[src/rtl/stl_pkg.sv]
// ----------------------------------------------------------------------------
// stl_pkg
// Shared types and constants of the slope threshold lick detector.
// ----------------------------------------------------------------------------
`default_nettype none

package stl_pkg;

    localparam int SAMPLE_BITS_DEF = 10;
    localparam int TIME_W          = 32;
    localparam int CFG_W           = 16;
    localparam int CFG_IDX_W       = 2;
    localparam int OUT_W           = 8;
    localparam int Q_SHIFT         = 8;
    localparam int PROD_W          = CFG_W + TIME_W;

    localparam logic [TIME_W-1:0] MIN_DT_MS = TIME_W'(5);

    localparam logic [CFG_W-1:0] SLOPE_THRESHOLD_RST = CFG_W'(397);
    localparam logic [CFG_W-1:0] LICK_HOLD_RST       = CFG_W'(50);
    localparam logic [CFG_W-1:0] MIN_GAP_RST         = CFG_W'(200);

    typedef enum logic [CFG_IDX_W-1:0] {
        CFG_SLOPE_THRESHOLD = 2'd0,
        CFG_LICK_HOLD       = 2'd1,
        CFG_MIN_GAP         = 2'd2,
        CFG_REPORT_ENABLE   = 2'd3
    } t_cfg_idx;

    typedef enum logic [1:0] {
        EV_NONE  = 2'd0,
        EV_START = 2'd1,
        EV_STOP  = 2'd2
    } t_event;

    typedef struct packed {
        logic [CFG_W-1:0] slope_threshold;
        logic [CFG_W-1:0] lick_hold_ms;
        logic [CFG_W-1:0] min_gap_ms;
        logic             report_enable;
    } t_cfg;

    typedef struct packed {
        logic        report_level;
        logic        lick_now;
        t_event      event_code;
    } t_result;

endpackage

`default_nettype wire

[src/rtl/stl_cfg_regs.sv]
// ----------------------------------------------------------------------------
// stl_cfg_regs
// Write-only configuration registers.
// ----------------------------------------------------------------------------
`default_nettype none

module stl_cfg_regs (
    input  wire logic                          i_clk,
    input  wire logic                          i_rst_n,
    input  wire logic                          i_cfg_we,
    input  wire logic [stl_pkg::CFG_IDX_W-1:0] i_cfg_addr,
    input  wire logic [stl_pkg::CFG_W-1:0]     i_cfg_wdata,
    output stl_pkg::t_cfg                      o_cfg
);

    stl_pkg::t_cfg r_cfg;

    always_ff @(posedge i_clk) begin
        if (!i_rst_n) begin
            r_cfg.slope_threshold <= stl_pkg::SLOPE_THRESHOLD_RST;
            r_cfg.lick_hold_ms    <= stl_pkg::LICK_HOLD_RST;
            r_cfg.min_gap_ms      <= stl_pkg::MIN_GAP_RST;
            r_cfg.report_enable   <= 1'b0;
        end else if (i_cfg_we) begin
            unique case (i_cfg_addr)
                stl_pkg::CFG_SLOPE_THRESHOLD: r_cfg.slope_threshold <= i_cfg_wdata;
                stl_pkg::CFG_LICK_HOLD:       r_cfg.lick_hold_ms    <= i_cfg_wdata;
                stl_pkg::CFG_MIN_GAP:         r_cfg.min_gap_ms      <= i_cfg_wdata;
                stl_pkg::CFG_REPORT_ENABLE:   r_cfg.report_enable   <= i_cfg_wdata[0];
                default: begin
                end
            endcase
        end
    end

    assign o_cfg = r_cfg;

endmodule

`default_nettype wire

[src/rtl/stl_eval.sv]
// ----------------------------------------------------------------------------
// stl_eval
// Slope test, refractory timing and detector state, one sample per cycle while i_fire is high.
// ----------------------------------------------------------------------------
`default_nettype none

module stl_eval #(
    parameter int SAMPLE_BITS = stl_pkg::SAMPLE_BITS_DEF
) (
    input  wire logic                       i_clk,
    input  wire logic                       i_rst_n,
    input  wire logic                       i_fire,
    input  wire logic [stl_pkg::TIME_W-1:0] i_now_ms,
    input  wire logic [SAMPLE_BITS-1:0]     i_sample,
    input  stl_pkg::t_cfg                   i_cfg,
    output stl_pkg::t_result                o_result
);

    logic [stl_pkg::TIME_W-1:0] r_last_eval_time;
    logic [SAMPLE_BITS-1:0]     r_last_sample;
    logic [stl_pkg::TIME_W-1:0] r_last_lick_time;
    logic                       r_lick_active;
    logic                       r_report_state;

    logic [stl_pkg::TIME_W-1:0] dt;
    logic [stl_pkg::TIME_W-1:0] gap;
    logic [SAMPLE_BITS:0]       diff;
    logic [stl_pkg::PROD_W-1:0] rhs;
    logic [stl_pkg::PROD_W-1:0] lhs;
    logic                       eval_ok;
    logic                       slope_ok;
    logic                       start;
    logic                       stop;
    logic                       n_report_state;

    always_comb begin
        dt       = i_now_ms - r_last_eval_time;
        gap      = i_now_ms - r_last_lick_time;
        diff     = {1'b0, i_sample} - {1'b0, r_last_sample};
        rhs      = stl_pkg::PROD_W'(i_cfg.slope_threshold) * stl_pkg::PROD_W'(dt);
        lhs      = stl_pkg::PROD_W'({diff[SAMPLE_BITS-1:0], {stl_pkg::Q_SHIFT{1'b0}}});
        eval_ok  = (dt > stl_pkg::MIN_DT_MS)
                && (gap > stl_pkg::TIME_W'(i_cfg.lick_hold_ms));
        // negative slope never passes
        slope_ok = !diff[SAMPLE_BITS] && (lhs > rhs);
        start    = eval_ok && slope_ok && (gap >= stl_pkg::TIME_W'(i_cfg.min_gap_ms));
        stop     = eval_ok && !start && r_lick_active;

        n_report_state = r_report_state;
        if (i_cfg.report_enable && start) begin
            n_report_state = 1'b1;
        end else if (i_cfg.report_enable && stop) begin
            n_report_state = 1'b0;
        end

        if (start) begin
            o_result.event_code = stl_pkg::EV_START;
        end else if (stop) begin
            o_result.event_code = stl_pkg::EV_STOP;
        end else begin
            o_result.event_code = stl_pkg::EV_NONE;
        end
        o_result.lick_now     = start;
        o_result.report_level = i_cfg.report_enable && n_report_state;
    end

    always_ff @(posedge i_clk) begin
        if (!i_rst_n) begin
            r_last_eval_time <= '0;
            r_last_sample    <= '0;
            r_last_lick_time <= '0;
            r_lick_active    <= 1'b1;
            r_report_state   <= 1'b0;
        end else if (i_fire) begin
            if (eval_ok) begin
                r_last_eval_time <= i_now_ms;
                r_last_sample    <= i_sample;
            end
            if (start) begin
                r_last_lick_time <= i_now_ms;
                r_lick_active    <= 1'b1;
            end else if (stop) begin
                r_lick_active    <= 1'b0;
            end
            r_report_state <= n_report_state;
        end
    end

endmodule

`default_nettype wire

[src/rtl/slope_threshold_lick_detector.sv]
// ----------------------------------------------------------------------------
// slope_threshold_lick_detector
// Piezo lick detector: slope threshold with lick hold and minimum lick gap.
// ----------------------------------------------------------------------------
// Input stream: one transfer per ADC tick, i_s_tdata = {sample, now_ms}.
// Output stream: exactly one result transfer per input transfer, in order,
// o_m_tdata = {report_level, lick_now, event_code}.
// Pipeline: two register stages. The item is held in the input register,
// then the slope multiply/compare loads the result register, which drives
// o_m_tvalid and o_m_tdata. Throughput is one item per cycle while the
// receiver does not stall; the detector state is updated in the same cycle
// the result is registered, so the next item sees it.
// When the receiver stalls the result register holds and the input register
// still takes one more item; after that o_s_tready drops until the result
// is taken.
// Reset clears both pipeline stages, loads register defaults (threshold 397,
// lick hold 50 ms, min gap 200 ms, reporting off) and sets the lick flag.
// Configuration writes are taken in any cycle, meant while the stream is idle.
// ----------------------------------------------------------------------------
`default_nettype none

module slope_threshold_lick_detector #(
    parameter  int SAMPLE_BITS = stl_pkg::SAMPLE_BITS_DEF,
    localparam int IN_W        = ((stl_pkg::TIME_W + SAMPLE_BITS + 7) / 8) * 8
) (
    input  wire logic                          i_clk,
    input  wire logic                          i_rst_n,
    // tdata: now_ms[31:0], sample[SAMPLE_BITS-1:0], zero pad
    input  wire logic [IN_W-1:0]               i_s_tdata,
    input  wire logic                          i_s_tvalid,
    output logic                               o_s_tready,
    // tdata: event_code[1:0], lick_now, report_level, zero pad
    output logic [stl_pkg::OUT_W-1:0]          o_m_tdata,
    output logic                               o_m_tvalid,
    input  wire logic                          i_m_tready,
    input  wire logic                          i_cfg_we,
    input  wire logic [stl_pkg::CFG_IDX_W-1:0] i_cfg_addr,
    input  wire logic [stl_pkg::CFG_W-1:0]     i_cfg_wdata
);

    localparam int RES_W = $bits(stl_pkg::t_result);

    stl_pkg::t_cfg              cfg;
    stl_pkg::t_result           result;
    logic                       r_in_valid;
    logic [stl_pkg::TIME_W-1:0] r_now_ms;
    logic [SAMPLE_BITS-1:0]     r_sample;
    logic                       r_out_valid;
    stl_pkg::t_result           r_result;
    logic                       advance;
    logic                       fire;

    assign advance    = !r_out_valid || i_m_tready;
    assign fire       = r_in_valid && advance;
    assign o_s_tready = !r_in_valid || advance;

    stl_cfg_regs u_cfg (
        .i_clk       (i_clk),
        .i_rst_n     (i_rst_n),
        .i_cfg_we    (i_cfg_we),
        .i_cfg_addr  (i_cfg_addr),
        .i_cfg_wdata (i_cfg_wdata),
        .o_cfg       (cfg)
    );

    stl_eval #(
        .SAMPLE_BITS (SAMPLE_BITS)
    ) u_eval (
        .i_clk    (i_clk),
        .i_rst_n  (i_rst_n),
        .i_fire   (fire),
        .i_now_ms (r_now_ms),
        .i_sample (r_sample),
        .i_cfg    (cfg),
        .o_result (result)
    );

    always_ff @(posedge i_clk) begin
        if (!i_rst_n) begin
            r_in_valid  <= 1'b0;
            r_out_valid <= 1'b0;
        end else begin
            if (o_s_tready) begin
                r_in_valid <= i_s_tvalid;
            end
            if (advance) begin
                r_out_valid <= r_in_valid;
            end
        end
    end

    always_ff @(posedge i_clk) begin
        if (i_s_tvalid && o_s_tready) begin
            r_now_ms <= i_s_tdata[stl_pkg::TIME_W-1:0];
            r_sample <= i_s_tdata[stl_pkg::TIME_W +: SAMPLE_BITS];
        end
        if (fire) begin
            r_result <= result;
        end
    end

    assign o_m_tvalid = r_out_valid;
    assign o_m_tdata  = {{(stl_pkg::OUT_W - RES_W){1'b0}}, r_result};

endmodule

`default_nettype wire

[config.mk]
export PLATFORM = sky130hd
export DESIGN_NAME = slope_threshold_lick_detector
export DESIGN_NICKNAME = d
export VERILOG_FILES = /design/src/rtl/stl_pkg.sv /design/src/rtl/stl_cfg_regs.sv /design/src/rtl/stl_eval.sv /design/src/rtl/slope_threshold_lick_detector.sv
export SDC_FILE = /design/constraint.sdc
export NUM_CORES = 2
export LEC_CHECK = 0
export BUFFER_PORTS_ARGS = -buffer_cell sky130_fd_sc_hd__buf_2
export CORE_AREA = 4 4 293 295
export DETAILED_ROUTE_END_ITERATION = 16
export DIE_AREA = 0 0 297 299
export PLACE_DENSITY = 0.51
export SYNTH_ARGS = -nofsm -noshare
export SYNTH_HDL_FRONTEND = slang
export SYNTH_SLANG_ARGS = --single-unit
[constraint.sdc]
create_clock -name i_clk -period 12.9 [get_ports i_clk]
set_input_delay 1.935 -clock i_clk [delete_from_list [all_inputs] [get_ports i_clk]]
set_output_delay 1.935 -clock i_clk [all_outputs]
set_load 0.01 [all_outputs]
Word-level counts from Yosys, hierarchy flattened. Cells that the tools add are included.

$add $sub $neg: 3. $mul: 1. Magnitude comparators: 4. Eq/ne operators: 3. Mux-type cells: 5. Reductions and logical operators: 26.

Operators by type and width (count): $sub A32 B32 Y32 (2); $gt A18 B48 Y1 (1); $mul A16 B32 Y48 (1); $ge A32 B16 Y1 (1); $gt A32 B16 Y1 (1); $gt A32 B3 Y1 const B (1); $reduce_and A2 Y1 (7); $logic_and A1 B1 Y1 (11); $sub A10 B10 Y11 (1); $eq A2 B2 Y1 const B (2); $logic_not A1 Y1 (4); $mux W1 (4); $eq A2 B1 Y1 const B (1); $logic_not A2 Y1 (1); $logic_or A1 B1 Y1 (2); $mux W2 (1); $reduce_bool A2 Y1 (1).

Flip-flop bits (word level): 173. Output and inout port bits: 10. Logic and storage cells: 58.

Logic depth before layout (Yosys ltp).
Depth in word-level cells: 13. Depth in mapped cells: 43. Mapped depth without buffers: 38.

By module. A second synthesis with hierarchy kept.

Cells, all modules: 3429. Area, all modules: 29052.9 sq um.

Modules (own cells, without submodules): stl_eval (instances 1, cells an instance 3177, area an instance 25584.5 sq um, seq. area each 1521.5 sq um); stl_cfg_regs (instances 1, cells an instance 192, area an instance 1949.4 sq um, seq. area each 980.9 sq um); slope_threshold_lick_detector (instances 1, cells an instance 60, area an instance 1519.0 sq um, seq. area each 1421.4 sq um).

Worst setup path after synthesis. Ideal clock, no wire load.

Path kind: register -> register. Start: register r_now_ms[8] (netlist bit). End: register r_result, in the netlist o_m_tdata[1], data pin. Arrival: 9.180 ns. Setup slack: 3.448 ns. Cell stages (with the launch flop): 33. Buffers on the path: 4. Clock period less this slack: 9.452 ns. Path through: edfxtp_1 > ha_1 > buf_2 > and4_1 > a32o_1 > nand2b_4 > or2_2 > a311oi_1 > clkbuf_1 > nand2_1 > fa_1 > inv_1 > fa_1 > fa_1 > fa_1 > fa_1 > inv_1 > fa_1 > inv_1 > ha_1 > clkbuf_1 > nand2_1 > or3_1 > or3_1 > o22ai_1 > a211oi_2 > mux2i_1 > or4_1 > nor4_2 > and4b_1 > buf_4 > a21boi_0 > nor3_1.

Word-level cells in the longest chain between the ends: 10. Elaborated cells between the ends (all ways): 15.

RTL lines: start: declaration (RTL line slope_threshold_lick_detector.sv:46) `logic [stl_pkg::TIME_W-1:0] r_now_ms;`; start signal: assignment (RTL line slope_threshold_lick_detector.sv:94) `r_now_ms <= i_s_tdata[stl_pkg::TIME_W-1:0];`; $sub A32 B32 Y32 (RTL line stl_eval.sv:37) `dt = i_now_ms - r_last_eval_time;`; $mul A16 B32 Y48 (RTL line stl_eval.sv:40) `rhs = stl_pkg::PROD_W'(i_cfg.slope_threshold) * stl_pkg::PROD_W'(dt);`; $gt A18 B48 Y1 (RTL line stl_eval.sv:45) `slope_ok = !diff[SAMPLE_BITS] && (lhs > rhs);`; $logic_and A1 B1 Y1 (RTL line stl_eval.sv:45); $logic_and A1 B1 Y1 (2 in series) (RTL line stl_eval.sv:46) `start = eval_ok && slope_ok && (gap >= stl_pkg::TIME_W'(i_cfg.min_gap_ms));`; $logic_not A1 Y1 (RTL line stl_eval.sv:47) `stop = eval_ok && !start && r_lick_active;`; $logic_and A1 B1 Y1 (2 in series) (RTL line stl_eval.sv:47); $mux W2 (RTL line stl_eval.sv:58) `end else if (stop) begin`; end signal: assignment (RTL line slope_threshold_lick_detector.sv:98) `r_result <= result;`; end: declaration (RTL line slope_threshold_lick_detector.sv:49) `stl_pkg::t_result r_result;`.

Parallel ways exist; a longest one is shown, timed or not. A chain may end at the register's enable or synchronous reset.

Final worst setup path. Same ends and word-level chain as after synthesis.

==> run summary <==
The initial DRC count came out at 1,254. The number of clock sinks is 173. The clock arrives with 0.0215 ns of skew. The pin count of the biggest net entering global routing is 87. The xor/xnor cell area share of the yosys netlist is 0.0211.

The wire length reported by the detailed router came out at 82,100 um. The number of hold buffers added after cts is 0. The share of final-layout standard cells stronger than drive strength 1 is 0.0640. The adder and majority cell fraction of the synthesized area came out at 0.391. Across every metal layer, demand over resource in global routing totals 0.188.

The total negative slack for setup checks is 0 ns. The via density per instance came out at 5.12. The cell at the root of the clock tree is clkbuf_16. Each instance of the synthesized netlist takes up on average 8.31 um^2. Setup repair after global routing left no endpoint under its margin.

The peak per-stage delay on the critical path is 0.80 ns. The detailed placement HPWL came out at 64,200 um. The critical setup path kind is register to register. The number of standard-cell rows in the floorplan came out at 106.

In this design, the largest share of critical-path delay is due to simple AND/OR/NAND/NOR gates. At the worst endpoint, the arrival time is 11.48 ns. The combinational family with the most area after synthesis is adder cells. After detailed routing, the average wire length per cell comes to 18.0 um. The first TritonRoute pass finished after 5 iterations. The number of hold-slack violations in the final timing report came to 0. The post-synthesis cell area came out at 0.0290 mm^2. The slowest stage of the critical path is the and2_1 cell. At the pin with the least slew margin, the transition time is 1.16 ns.

The horizontal extent of the die came out at 297 um. The final-report max-slew violation count is 0. The area inside the core boundary came out at 0.0832 mm^2. Measured along the y axis, the die boundary spans 299 um.

The total congestion overflow after global routing came out at 0. The deepest level of the CTS H-tree is 4. The most instantiated flip-flop cell in the synthesis netlist is dfxtp_1. The insertion delay to the later sink of the worst-skew pair is 0.47 ns. The clock buffer count from CTS is 17. The highest clock rate came out at 0.0885 GHz.

Of the total synthesized cell area, the portion taken by AND, OR, NAND and NOR gates is 0.196. The mux cell area share after synthesis is 0.0195. Clock-pin slew was measured on the worst setup and hold paths at 0.08 ns.

The number of warning messages in the yosys log came out at 0. The portion of the post-synthesis area used by sequential elements is 0.135. The complex-gate fraction of the synthesized area came out at 0.134. The required time at the worst-slack endpoint is 13.08 ns.

The number of distinct library cells after synthesis came out at 102. The top-level I/O count came out at 81. The worst slew margin relative to its limit came out at 0.224.

The first global-routing pass estimated 135,000 um of wire. The maximum net fanout on the critical path is 34. At the end of the flow, the number of nets in the layout was 4,183.

The element type at the critical path start is a register. The number of antenna violations at the first check in global routing is 2. The post-route clock period utilization came out at 0.876.

STA classifies the critical path endpoint as a register. The max-cap check violation count is 0. The share of flip-flops with an asynchronous set or reset is 0.

The die covers 0.0888 mm^2. The final number of setup-violating endpoints came out at 0. Post-CTS repair changed the size of 0 cells. The number of cells produced by synthesis came out at 3,491.

The library cell used most frequently in the layout, excluding fill and tap cells, is nand2_1. The number of port buffers is 70. In this design, the critical path's most frequently occurring cell is fa_1. The via count of the first global-routing pass came out at 23,956. The run finished with clean final reports. For this run, design rule violations remaining after detail routing come to 0. The starting utilization of the core area is 0.349. The placer congestion estimate came out at 0.887. The number of buffer and inverter stages on the critical path is 4. The min-delay analysis places its worst path in the category register to register.

The synthesis-to-layout area growth is 7.20%. In the layout the commonest cells are nand2_1 (591), inv_1 (583), fa_1 (421). The number of antenna-violating nets in the routed design came out at 0.

The final critical path time including I/O delays and setup came out at 11.30 ns. The maximum buffer depth of the clock tree came out at 2. TritonCTS built the clock tree.

The buffers inserted during post-CTS setup optimization came out at 0. The routed via count is 23,315. The number of enable-type register cells in the synthesized netlist is 46. The number of synthesized register bits is 173.
## registers in the layout, summed over array words and instances, names as in the netlist
signal,cells
o_m_tdata,4
o_m_tvalid,1
r_in_valid,1
r_now_ms,32
r_sample,10
u_cfg.o_cfg,49
u_eval.r_last_eval_time,32
u_eval.r_last_lick_time,32
u_eval.r_last_sample,10
u_eval.r_lick_active,1
u_eval.r_report_state,1
## layer usage
metal	GRT usage	vias up	part of all wire
met5	0	-	0
met4	0.0427	0	0.019
met3	0.0144	70	0.031
met2	0.328	381	0.49
met1	0.255	11619	0.46
li1	-	11245	-
## worst paths after layout
path / from / slack, ns / endpoint / depth (start not counted)
hold reg to reg: u_cfg.o_cfg[20] / 0.46 / u_cfg.o_cfg[20] / 2
setup reg to reg: r_now_ms[8] / 1.60 / o_m_tdata[1] / 29
hold / removal: u_cfg.o_cfg[20] / 0.46 / u_cfg.o_cfg[20] / 2
setup / recovery: r_now_ms[8] / 1.60 / o_m_tdata[1] / 29
## layout make-up
cell class / instances / area (um^2)
diodes: 1 / 2.50
clock buffers: 17 / 425
clock inverters: 15 / 218
fillers: 8683 / 52100
inverters: 584 / 2190
multi-input cells: 2553 / 22200
flip-flops and latches: 173 / 3930
well taps: 1080 / 1350
repair buffers: 128 / 788
## metrics by stage
| stage | utilization | cells | area (um^2) | hold WS (ns) | worst slack [ns] |
|---|---|---|---|---|---|
| after floorplan | - | 3494 | 29000 | 0.435 | 3.45 |
| after global placement | 0.366 | 4518 | 30500 | 0.443 | 1.66 |
| after detailed placement | 0.366 | 4518 | 30500 | 0.446 | 1.71 |
| after CTS | 0.374 | 4550 | 31100 | 0.458 | 1.66 |
| after global routing | 0.374 | 4550 | 31100 | 0.473 | 0.968 |
| final | 0.374 | 4551 | 31100 | 0.457 | 1.60 |
## cell usage after synthesis, types with 37 or more instances
library cell  number  share of area
a21oi_1          201          0.035
xnor2_1           40          0.012
nand3_1           38         0.0066
edfxtp_1          46          0.048
o21ai_0           84          0.014
nor2_1            90          0.012
nand2_1          591          0.076
dfxtp_1          127          0.088
ha_1             234           0.10
clkbuf_1         150          0.019
inv_1            583          0.075
a21o_1            49          0.013
nor2b_1           37         0.0080
nand4_1           71          0.015
mux2i_1           53          0.018
and2_1           184          0.040
fa_1             421           0.29
## worst reg2reg max path, delay by kind of cell, from the launching register on
kind / cells / cell delay, ns
and+or+nand+nor: 12 / 4.52
adders and majority gates: 8 / 4.17
AOI/OAI and AO/OA: 4 / 1.14
buffers and inverters: 4 / 0.57
DFF: 1 / 0.48
muxes: 1 / 0.13
## cell families (layout without fill, tap and decap cells)
group | count (synthesis) | count (layout)
xor gates and xnor gates | 70 | 70
other | 1 | 5
AOI/OAI and AO/OA | 595 | 595
muxes | 56 | 56
adders and majority gates | 655 | 655
DFF | 173 | 173
buffers and inverters | 768 | 744
and+or+nand+nor | 1173 | 1173
Power is left out: the tool's default activity adds up to more than one toggle a clock period on the data nets, which glitch-free logic cannot reach.
